<file path="config.mk">
export PLATFORM = sky130hd
export DESIGN_NAME = adaptive_sliding_mode_step
export DESIGN_NICKNAME = d
export VERILOG_FILES = /design/src/rtl/core/asms_pkg.sv /design/src/rtl/core/adaptive_sliding_mode_step.sv /design/src/rtl/core/asms_mul.sv /design/src/rtl/core/asms_div.sv
export SDC_FILE = /design/constraint.sdc
export NUM_CORES = 2
export LEC_CHECK = 0
export BUFFER_PORTS_ARGS = -buffer_cell sky130_fd_sc_hd__buf_4
export CAP_MARGIN = 5
export CORE_UTILIZATION = 28
export CTS_BUF_LIST = sky130_fd_sc_hd__clkbuf_8
export CTS_CLUSTER_DIAMETER = 200
export DETAILED_ROUTE_END_ITERATION = 6
export REMOVE_ABC_BUFFERS = 1
export SLEW_MARGIN = 20
export SYNTH_ARGS = -nofsm -noshare
export SYNTH_HDL_FRONTEND = slang
export SYNTH_SLANG_ARGS = --single-unit
export TNS_END_PERCENT = 100
</file>
<file path="constraint.sdc">
create_clock -name clk -period 30.2 [get_ports clk]
set_clock_uncertainty 0.15 [all_clocks]
set_input_delay 0 -clock clk [delete_from_list [all_inputs] [get_ports clk]]
set_output_delay 0 -clock clk [all_outputs]
set_load 0.01 [all_outputs]
</file>
<file path="src/rtl/core/asms_pkg.sv">
// Package of the sliding-mode step block: payload types, register indexes,
// sequencer states and reset constants. No dependencies.
`default_nettype none

package asms_pkg;

  localparam int VALUE_WIDTH_DEF   = 24;
  localparam int FRACTION_BITS_DEF = 16;

  // Register reset values
  localparam logic [22:0] SLOPE_RST    = 23'd52429;
  localparam logic [22:0] PHI_RST      = 23'd9830;
  localparam logic [16:0] FORGET_RST   = 17'd655;
  localparam logic [22:0] LIMIT_RST    = 23'd196608;
  localparam logic [22:0] START_RST    = 23'd6554;
  localparam logic [16:0] RATE_SM_RST  = 17'd45875;
  localparam logic [16:0] SURF_SM_RST  = 17'd52429;

  typedef enum logic [2:0] {
    REG_SLOPE      = 3'd0,
    REG_BOUNDARY   = 3'd1,
    REG_FORGET_B   = 3'd2,
    REG_FORGET_E   = 3'd3,
    REG_GAIN_LIMIT = 3'd4,
    REG_GAIN_START = 3'd5,
    REG_RATE_SM    = 3'd6,
    REG_SURF_SM    = 3'd7
  } reg_idx_t;

  typedef struct packed {
    logic signed [23:0] target_angle;
    logic signed [23:0] measured_angle;
    logic signed [23:0] raw_rate;
    logic        [12:0] time_step;
  } in_t;

  typedef struct packed {
    logic signed [17:0] drive;
    logic signed [23:0] surface_value;
    logic        [22:0] base_gain;
    logic        [22:0] error_gain;
  } out_t;

  typedef enum logic [4:0] {
    S_IDLE,
    S_RATE_NEW,
    S_RATE_OLD,
    S_RATE_SUM,
    S_SURF_OLD,
    S_SURF_NEW,
    S_SURF_SUM,
    S_EQUIV,
    S_KD0,
    S_KD1_PROD,
    S_KD1,
    S_GAIN0,
    S_GAIN1,
    S_RHO_PROD,
    S_RHO,
    S_SWITCH,
    S_DONE
  } state_t;

endpackage

`default_nettype wire

</file>
<file path="src/rtl/core/adaptive_sliding_mode_step.sv">
// Adaptive sliding-mode controller step with boundary layer, Q(W-F).F signed.
// One item at a time: a sequencer drives a shared multiplier (registered
// product) through sixteen steps while a restoring divider forms the boundary
// quotient when |s| lies within the layer; when it runs, the divider sets the
// pace at the default fraction bits, and the next item is taken once the
// sequencer is back in idle. The result sits in an output register, so a new
// item may start while it waits to be taken. Writing gain_start reloads both
// gains at once. Depends on asms_pkg, asms_mul and asms_div.
`default_nettype none

module adaptive_sliding_mode_step #(
  parameter int VALUE_WIDTH   = asms_pkg::VALUE_WIDTH_DEF,
  parameter int FRACTION_BITS = asms_pkg::FRACTION_BITS_DEF
) (
  input  wire logic                clk,
  input  wire logic                rst,
  input  wire logic                in_valid,
  output logic                     in_ready,
  input  wire asms_pkg::in_t       in_data,
  output logic                     out_valid,
  input  wire logic                out_ready,
  output asms_pkg::out_t           out_data,
  input  wire logic                cfg_we,
  input  wire asms_pkg::reg_idx_t  cfg_index,
  input  wire logic [22:0]         cfg_data
);
  import asms_pkg::*;

  localparam int W  = VALUE_WIDTH;
  localparam int F  = FRACTION_BITS;
  localparam int MW = (W > F + 1) ? W : F + 1;
  localparam int EW = ((W > 24) ? W : 24) + 2;
  localparam logic signed [EW-1:0] VMAX = {{(EW - W + 1){1'b0}}, {(W - 1){1'b1}}};
  localparam logic signed [EW-1:0] VMIN = {{(EW - W + 1){1'b1}}, {(W - 1){1'b0}}};
  localparam logic signed [EW-1:0] ONE_E = EW'(1) << F;
  localparam logic signed [MW:0]   ONE_M = (MW + 1)'(1) << F;

  function automatic logic signed [W-1:0] sat(input logic signed [EW-1:0] x);
    if (x > VMAX) return VMAX[W-1:0];
    if (x < VMIN) return VMIN[W-1:0];
    return x[W-1:0];
  endfunction

  function automatic logic signed [EW-1:0] ext(input logic signed [W-1:0] v);
    return EW'(v);
  endfunction

  function automatic logic signed [MW:0] op(input logic signed [W-1:0] v);
    return (MW + 1)'(v);
  endfunction

  function automatic logic signed [MW:0] wgt(input logic [16:0] r);
    logic signed [EW-1:0] e;
    e = EW'(r);
    if (e > ONE_E) e = ONE_E;
    return e[MW:0];
  endfunction

  function automatic logic signed [W-1:0] abs_sat(input logic signed [W-1:0] v);
    return v[W-1] ? sat(-ext(v)) : v;
  endfunction

  // Clamp an adaptive gain to the range from zero to the limit
  function automatic logic signed [W-1:0] gclamp(input logic signed [W-1:0] g,
                                                 input logic signed [W-1:0] lim);
    if (g < 0) return '0;
    if (g > lim) return lim;
    return g;
  endfunction

  // Configuration registers
  logic [22:0] r_slope, r_phi, r_lim, r_start;
  logic [16:0] r_fb, r_fe, r_ar, r_as;

  // Sequencer and datapath registers
  state_t state, state_next;
  logic signed [W-1:0] tgt, meas, raw, err, abs_e, t1, fr, sr, fs, s, abs_s;
  logic signed [W-1:0] ueq, kd0, kd1, g0, g1, rho;
  logic [12:0] dt;
  logic s_big, s_neg;

  // Combinational helpers
  logic signed [W-1:0] slope_v, lim_v, phi_s, mul_res, usw, tot_w;
  logic [W-2:0] phi_v;
  logic [W-1:0] ms;
  logic [W+F-1:0] numer;
  logic signed [MW:0] mul_a, mul_b, bnd;
  logic mul_go, div_start, div_busy, out_free, in_acc;
  logic [F:0] quot;
  logic signed [EW-1:0] tot_e, ms_e;
  logic signed [EW-1:0] s_x, g0_x, g1_x;

  assign in_ready = state == S_IDLE;
  assign in_acc   = in_valid && in_ready;
  assign out_free = !out_valid || out_ready;

  // Register-derived operands
  always_comb begin
    slope_v = sat(EW'(r_slope));
    lim_v   = sat(EW'(r_lim));
    phi_s   = sat(EW'(r_phi));
    if (phi_s < W'(1)) phi_s = W'(1);
    phi_v   = phi_s[W-2:0];
  end

  // Boundary-layer numerator and saturated term
  always_comb begin
    ms_e  = s[W-1] ? -ext(s) : ext(s);
    ms    = ms_e[W-1:0];
    numer = {ms[W-2:0], {F{1'b0}}} + (W + F)'(phi_v >> 1);
    if (s_big) bnd = s_neg ? -ONE_M : ONE_M;
    else       bnd = s_neg ? -((MW + 1)'(quot)) : (MW + 1)'(quot);
  end

  // Final drive: equivalent plus switching term, clamped to plus or minus one
  always_comb begin
    usw   = sat(-ext(mul_res));
    tot_w = sat(ext(ueq) + ext(usw));
    tot_e = ext(tot_w);
    if (tot_e > ONE_E)  tot_e = ONE_E;
    if (tot_e < -ONE_E) tot_e = -ONE_E;
  end

  // Widen the reported state to the payload fields
  always_comb begin
    s_x  = ext(s);
    g0_x = ext(g0);
    g1_x = ext(g1);
  end

  asms_mul #(.W(W), .F(F), .MW(MW)) u_mul (
    .clk (clk),
    .go  (mul_go),
    .a   (mul_a),
    .b   (mul_b),
    .res (mul_res)
  );

  asms_div #(.W(W), .F(F)) u_div (
    .clk    (clk),
    .rst    (rst),
    .start  (div_start),
    .num_hi (numer[W+F-1:F+1]),
    .num_lo (numer[F:0]),
    .den    (phi_v),
    .busy   (div_busy),
    .quot   (quot)
  );

  // State register
  always_ff @(posedge clk) begin
    if (rst) state <= S_IDLE;
    else     state <= state_next;
  end

  // Next state and multiplier issue
  always_comb begin
    state_next = state;
    mul_go     = 1'b0;
    mul_a      = '0;
    mul_b      = '0;
    div_start  = 1'b0;
    unique case (state)
      S_IDLE:     if (in_valid) state_next = S_RATE_NEW;
      S_RATE_NEW: begin
        mul_go = 1'b1; mul_a = wgt(r_ar); mul_b = op(raw);
        state_next = S_RATE_OLD;
      end
      S_RATE_OLD: begin
        mul_go = 1'b1; mul_a = ONE_M - wgt(r_ar); mul_b = op(fr);
        state_next = S_RATE_SUM;
      end
      S_RATE_SUM: begin
        mul_go = 1'b1; mul_a = op(slope_v); mul_b = op(err);
        state_next = S_SURF_OLD;
      end
      S_SURF_OLD: begin
        mul_go = 1'b1; mul_a = ONE_M - wgt(r_as); mul_b = op(fs);
        state_next = S_SURF_NEW;
      end
      S_SURF_NEW: begin
        mul_go = 1'b1; mul_a = wgt(r_as); mul_b = op(sr);
        state_next = S_SURF_SUM;
      end
      S_SURF_SUM: state_next = S_EQUIV;
      S_EQUIV: begin
        mul_go = 1'b1; mul_a = op(slope_v); mul_b = op(s);
        div_start = ms <= {1'b0, phi_v};
        state_next = S_KD0;
      end
      S_KD0: begin
        mul_go = 1'b1; mul_a = wgt(r_fb); mul_b = op(g0);
        state_next = S_KD1_PROD;
      end
      S_KD1_PROD: begin
        mul_go = 1'b1; mul_a = op(abs_s); mul_b = op(abs_e);
        state_next = S_KD1;
      end
      S_KD1: begin
        mul_go = 1'b1; mul_a = wgt(r_fe); mul_b = op(g1);
        state_next = S_GAIN0;
      end
      S_GAIN0: begin
        mul_go = 1'b1; mul_a = op(kd0); mul_b = (MW + 1)'(dt);
        state_next = S_GAIN1;
      end
      S_GAIN1: begin
        mul_go = 1'b1; mul_a = op(kd1); mul_b = (MW + 1)'(dt);
        state_next = S_RHO_PROD;
      end
      S_RHO_PROD: state_next = S_RHO;
      S_RHO: begin
        mul_go = 1'b1; mul_a = op(g1); mul_b = op(abs_e);
        state_next = S_SWITCH;
      end
      S_SWITCH: begin
        // hold until the quotient is ready
        if (!div_busy) begin
          mul_go = 1'b1; mul_a = op(sat(ext(g0) + ext(mul_res))); mul_b = bnd;
          state_next = S_DONE;
        end
      end
      S_DONE:     if (out_free) state_next = S_IDLE;
      default:    state_next = S_IDLE;
    endcase
  end

  // Configuration writes; a gain_start write reloads both gains
  always_ff @(posedge clk) begin
    if (rst) begin
      r_slope <= SLOPE_RST;
      r_phi   <= PHI_RST;
      r_fb    <= FORGET_RST;
      r_fe    <= FORGET_RST;
      r_lim   <= LIMIT_RST;
      r_start <= START_RST;
      r_ar    <= RATE_SM_RST;
      r_as    <= SURF_SM_RST;
    end else if (cfg_we) begin
      unique case (cfg_index)
        REG_SLOPE:      r_slope <= cfg_data;
        REG_BOUNDARY:   r_phi   <= cfg_data;
        REG_FORGET_B:   r_fb    <= cfg_data[16:0];
        REG_FORGET_E:   r_fe    <= cfg_data[16:0];
        REG_GAIN_LIMIT: r_lim   <= cfg_data;
        REG_GAIN_START: r_start <= cfg_data;
        REG_RATE_SM:    r_ar    <= cfg_data[16:0];
        REG_SURF_SM:    r_as    <= cfg_data[16:0];
        default:        r_start <= r_start;
      endcase
    end
  end

  // Controller state: filters and adaptive gains
  always_ff @(posedge clk) begin
    if (rst) begin
      fr <= '0;
      fs <= '0;
      g0 <= sat(EW'(START_RST));
      g1 <= sat(EW'(START_RST));
    end else if (cfg_we && cfg_index == REG_GAIN_START) begin
      g0 <= sat(EW'(cfg_data));
      g1 <= sat(EW'(cfg_data));
    end else begin
      case (state)
        S_RATE_SUM: fr <= sat(ext(t1) + ext(mul_res));
        S_SURF_SUM: fs <= sat(ext(mul_res) + ext(t1));
        S_GAIN1:    g0 <= gclamp(sat(ext(g0) + ext(mul_res)), lim_v);
        S_RHO_PROD: g1 <= gclamp(sat(ext(g1) + ext(mul_res)), lim_v);
        default:    fr <= fr;
      endcase
    end
  end

  // Per-item working registers
  always_ff @(posedge clk) begin
    case (state)
      S_IDLE: begin
        if (in_acc) begin
          tgt  <= sat(EW'(in_data.target_angle));
          meas <= sat(EW'(in_data.measured_angle));
          raw  <= sat(EW'(in_data.raw_rate));
          dt   <= in_data.time_step;
        end
      end
      S_RATE_NEW: begin
        err   <= sat(ext(tgt) - ext(meas));
        abs_e <= abs_sat(sat(ext(tgt) - ext(meas)));
      end
      S_RATE_OLD: t1 <= mul_res;
      S_SURF_OLD: sr <= sat(-ext(fr) + ext(mul_res));
      S_SURF_NEW: t1 <= mul_res;
      S_SURF_SUM: s  <= sat(ext(mul_res) + ext(t1));
      S_EQUIV: begin
        abs_s <= abs_sat(s);
        s_big <= ms > {1'b0, phi_v};
        s_neg <= s[W-1];
      end
      S_KD0:      ueq <= sat(-ext(mul_res));
      S_KD1_PROD: kd0 <= sat(ext(abs_s) - ext(mul_res));
      S_KD1:      t1  <= mul_res;
      S_GAIN0:    kd1 <= sat(ext(t1) - ext(mul_res));
      S_SWITCH:   if (!div_busy) rho <= sat(ext(g0) + ext(mul_res));
      default:    t1 <= t1;
    endcase
  end

  // Output register: load when the step ends, drop when taken
  always_ff @(posedge clk) begin
    if (rst) begin
      out_valid <= 1'b0;
    end else if (state == S_DONE && out_free) begin
      out_valid <= 1'b1;
    end else if (out_ready) begin
      out_valid <= 1'b0;
    end
  end

  always_ff @(posedge clk) begin
    if (state == S_DONE && out_free) begin
      out_data.drive         <= tot_e[17:0];
      out_data.surface_value <= s_x[23:0];
      out_data.base_gain     <= g0_x[22:0];
      out_data.error_gain    <= g1_x[22:0];
    end
  end

endmodule

`default_nettype wire

</file>
<file path="src/rtl/core/asms_mul.sv">
// Shared fixed-point multiplier: registered magnitude product, then
// round half away from zero, shift and saturate. Depends on nothing.
`default_nettype none

module asms_mul #(
  parameter int W  = 24,
  parameter int F  = 16,
  parameter int MW = 24
) (
  input  wire logic                clk,
  input  wire logic                go,
  input  wire logic signed [MW:0]  a,
  input  wire logic signed [MW:0]  b,
  output logic signed [W-1:0]      res
);

  localparam int PW = 2 * MW + 1;
  localparam logic [PW-1:0] VMAXU = {{(PW - W + 1){1'b0}}, {(W - 1){1'b1}}};
  localparam logic [PW-1:0] HALF  = PW'(1) << (F - 1);

  logic [MW-1:0]   ma, mb;
  logic [2*MW-1:0] prod;
  logic            neg;
  logic [PW-1:0]   rnd;
  logic signed [MW:0] na, nb;

  // Take magnitudes of both operands
  always_comb begin
    na = -a;
    nb = -b;
    ma = a[MW] ? na[MW-1:0] : a[MW-1:0];
    mb = b[MW] ? nb[MW-1:0] : b[MW-1:0];
  end

  // Hold the product until the next issue
  always_ff @(posedge clk) begin
    if (go) begin
      prod <= ma * mb;
      neg  <= a[MW] ^ b[MW];
    end
  end

  // Round, shift and saturate
  always_comb begin
    rnd = ({1'b0, prod} + HALF) >> F;
    if (neg) begin
      if (rnd > VMAXU + PW'(1)) res = {1'b1, {(W - 1){1'b0}}};
      else                      res = -(rnd[W-1:0]);
    end else begin
      if (rnd > VMAXU) res = {1'b0, {(W - 1){1'b1}}};
      else             res = rnd[W-1:0];
    end
  end

endmodule

`default_nettype wire

</file>
<file path="src/rtl/core/asms_div.sv">
// Restoring divider for the boundary-layer quotient, one quotient bit a cycle.
// Expects num_hi < den so the quotient fits F+1 bits. Depends on nothing.
`default_nettype none

module asms_div #(
  parameter int W = 24,
  parameter int F = 16
) (
  input  wire logic         clk,
  input  wire logic         rst,
  input  wire logic         start,
  input  wire logic [W-2:0] num_hi,
  input  wire logic [F:0]   num_lo,
  input  wire logic [W-2:0] den,
  output logic              busy,
  output logic [F:0]        quot
);

  localparam int CW = $clog2(F + 2);

  logic [W-1:0]  rem;
  logic [F:0]    low;
  logic [CW-1:0] cnt;
  logic [W-1:0]  trial;
  logic          fits;

  always_comb begin
    trial = {rem[W-2:0], low[F]};
    fits  = trial >= {1'b0, den};
  end

  // Control: count quotient bits
  always_ff @(posedge clk) begin
    if (rst) begin
      busy <= 1'b0;
      cnt  <= '0;
    end else if (start) begin
      busy <= 1'b1;
      cnt  <= CW'(F + 1);
    end else if (busy) begin
      cnt  <= cnt - CW'(1);
      busy <= cnt != CW'(1);
    end
  end

  // Datapath: shift in one numerator bit, subtract when it fits
  always_ff @(posedge clk) begin
    if (start) begin
      rem  <= {1'b0, num_hi};
      low  <= num_lo;
      quot <= '0;
    end else if (busy) begin
      rem  <= fits ? trial - {1'b0, den} : trial;
      low  <= {low[F-1:0], 1'b0};
      quot <= {quot[F-1:0], fits};
    end
  end

endmodule

`default_nettype wire

</file>
==> summary.txt <==
Drt
  – Total vias in the final route: 58920
  – DRT antenna net count: 0
  – DR iter-0 viols: 6178
  – DR DRC count: 0
  – Final WL: 268.3 mm
  – Post-DR wirelength/cell: 24.25 µm
  – Vias/cell: 5.327
  – DRT Pass-1 Iters: 7

Global routing
  – Gr usage total: 0.2214
  – Number of global-route vias before repair: 57860
  – Global route total overflow: 0
  – First-pass GRT wire length: 390.2 mm
  – Initial antenna violation count: 15
  – Largest net degree at the start of global routing: 86

Clock network
  – CTS tree: done
  – Maximum buffer depth of the clock tree: 3
  – CTS Root Cell: clkbuf_8
  – Clk sink count: 725
  – H-tree depth: 4
  – Num CTS Buffers: 138
  – Setup bufs post-CTS: 0
  – Clock latency on the worst-skew pair: 0.92 ns
  – Clock-pin slew on the worst setup and hold paths: 0.06 ns

Yosys
  – Syn Area/Cell: 8.879 µm²
  – Sequential fraction of the synthesis area: 0.2897
  – Post-synth ARST share: 0
  – Predominant post-synthesis flop cell: edfxtp_1
  – Synth unique cells: 108
  – EDFF count, synth: 465
  – Synth Warn #: 0
  – Synth Cell Area: 0.06618 mm²
  – Flops & latches, synth: 725
  – Cells after Synth: 7453

Final layout
  – Top reg by flops: out_data
  – Max reg flops: 88
  – Largest registers: out_data x88, u_mul.prod x33
  – Total Nets Final: 8868
  – Final Cell Area: 0.07705 mm²
  – Layout overhead on the synthesized area: 16.43%
  – Share of layout cells above drive strength 1: 0.09390

Pwr
  – Max VDD drop: 54.92 µV
  – P_leak: 0.03248 µW
  – PwrDens: 65.81 mW/mm²

Timing
  – Minimum clock period: 17.31 ns
  – Slew Limit Headroom: 0.1492
  – Total Neg Setup Slack: 0 ns
  – Worst-margin pin slew: 1.244 ns
  – Fmax: 57.78 MHz
  – Crit share post-route: 0.5731
  – Final Hold Violating Endpoints: 0
  – RSZ-0062 raised after global routing: false
  – Final number of setup-violating endpoints: 0
  – Max-slew violation count: 0

Die
  – Chip height: 488.2 µm
  – Die W: 488.2 µm
  – Die area: 0.2383 mm²
  – I/O pin cnt: 206
  – Core Area: 0.2352 mm²
  – Rows: 178
  – Initial Util: 0.2814

Place
  – HPWL after detailed placement: 203.5 mm
  – Dpl cell area: 0.07168 mm²
  – GPL Wtd Cong: 1.005
  – Port Buffers: 205

Critical path
  – Slowest stage delay, CP: 0.96 ns
  – Worst Path Buf+Inv: 6
  – FF-to-FF Start: u_mul.prod[15]
  – R2R cell count: 50
  – Crit. End Element: flop
  – WP depth: 50
  – Crit path required time: 30.64 ns
  – FF-to-FF End: u_mul.prod[42]
  – Crit path max-delay family: compound AO/OA/AOI/OAI gates
  – Slowest cell on crit path: xor2_1
  – Crit path top cell by count: fa_1
  – Startpoint Class: flop
  – Flop-to-flop setup slack: 12.89 ns
  – WP data arrival: 17.75 ns
  – Crit path kind: reg -> reg
  – Worst-path maximum fanout: 16

Status
  – Run status: complete, no violations

Worst hold path
  – Worst Hold Path EP: r_fb[14]
  – Hold Path Depth: 3
  – Worst hold path startpoint: rst
  – HP Class: in -> reg

Flow run
  – Max Cap Viol: 0
[synthesized netlist by cell type (45+ instances only)]
| cell type | instances | area (µm²) |
|---|---|---|
| a21o_1 | 118 | 885.9 |
| a21oi_1 | 436 | 2182 |
| a221oi_1 | 46 | 402.9 |
| a22oi_1 | 115 | 863.3 |
| and2_1 | 66 | 412.9 |
| and3_1 | 56 | 350.3 |
| clkbuf_1 | 372 | 1396 |
| dfxtp_1 | 260 | 5205 |
| edfxtp_1 | 465 | 13960 |
| fa_1 | 491 | 9829 |
| ha_1 | 474 | 5931 |
| inv_1 | 895 | 3359 |
| mux2i_1 | 80 | 800.8 |
| nand2_1 | 966 | 3626 |
| nand2b_1 | 89 | 556.8 |
| nand3_1 | 114 | 570.6 |
| nand3b_1 | 47 | 352.8 |
| nand4_1 | 65 | 406.6 |
| nor2_1 | 559 | 2098 |
| nor2b_1 | 64 | 400.4 |
| nor3_1 | 119 | 595.6 |
| nor4_1 | 50 | 312.8 |
| o21a_1 | 45 | 337.8 |
| o21ai_0 | 299 | 1496 |
| o31ai_1 | 56 | 420.4 |
| xnor2_1 | 250 | 2190 |
| xor2_1 | 121 | 1060 |
[cell type report]
cell class              instances  area (µm²)
multi-input cells            5410       42460
inverters                     896        3363
flip-flops and latches        725       19170
fillers                     24400      158100
well taps                    3150        3941
repair buffers                616        5250
clock inverters               111       858.3
clock buffers                 144        1982
diodes                          8       20.02
[through the flow]
stage	setup slack, ns	hold slack (ns)	util	instances	total power, µW
finish	12.89	0.08773	0.3276	11060	5071
global route	12.07	0.06605	0.3275	11050	5413
CTS	12.95	0.005793	0.3274	11050	5061
detailed placement	13.06	0.02944	0.3048	10550	3994
global placement	13.41	0.02865	0.3046	10550	3971
floorplan	15.60	-0.08093	-	7031	3053
[power by group]
part           switching, µW  total, µW  internal (µW)
clock                    498       1030            534
combinational           1800       2780            983
sequential              69.5       1260           1190
total                   2360       5070           2710
[layer usage]
metal,wire (µm),track usage,vias to the layer above
met5,42,0,-
met4,20150,0.1457,6
met3,23920,0.04760,711
met2,115900,0.3372,2990
met1,108200,0.2815,28980
li1,-,-,26230
[tightest hold or removal path, delay by kind of cell]
family / cells / cell delay (ns)
buffers and inverters: 2 / 0.81
AO/OA/AOI/OAI: 1 / 0.20
[cell families after synthesis]
kind of cell | after synthesis | synth area share
AO/OA/AOI/OAI | 1571 | 0.1584
XOR/XNOR | 378 | 0.05099
adder cells (fa/ha/maj) | 986 | 0.2413
buffers and inverters | 1319 | 0.07587
flip-flops | 725 | 0.2897
multiplexers | 122 | 0.01925
other | 1 | 0.00005667
AND/OR/NAND/NOR | 2351 | 0.1644
[worst max-delay path by stage]
stage                               from              to  slack, ns
final                     u_mul.prod[15]  u_mul.prod[42]      12.89
after detailed placement  u_mul.prod[15]  u_mul.prod[42]      13.06
after global placement    u_mul.prod[16]  u_mul.prod[44]      13.41
after CTS                 u_mul.prod[15]  u_mul.prod[42]      12.95
after floorplan           u_mul.prod[16]  u_mul.prod[42]      15.60
after global routing      u_mul.prod[15]  u_mul.prod[42]      12.07
[layout by cell type, fill, tap and decap left out, types with 43 or more instances in the layout]
cell type,instances
a21o_1,118
a21oi_1,431
a221oi_1,45
a222oi_1,43
a22oi_1,115
and2_1,63
and3_1,55
buf_4,366
clkbuf_8,144
dfxtp_1,260
dlygate4sd3_1,247
edfxtp_1,465
fa_1,491
ha_1,474
inv_1,944
mux2i_1,79
nand2_1,966
nand2b_1,89
nand3_1,113
nand3b_1,47
nand4_1,65
nor2_1,549
nor2b_1,61
nor3_1,112
nor4_1,50
o211ai_1,43
o21a_1,45
o21ai_0,298
o31ai_1,56
xnor2_1,230
xor2_1,113
[what timing repair did]
action,4_1_cts,5_1_grt
hold buffers,247,0
endpoints found under the hold margin,318,0
resized for setup,0,0
Power figures use the tool's default switching activity.
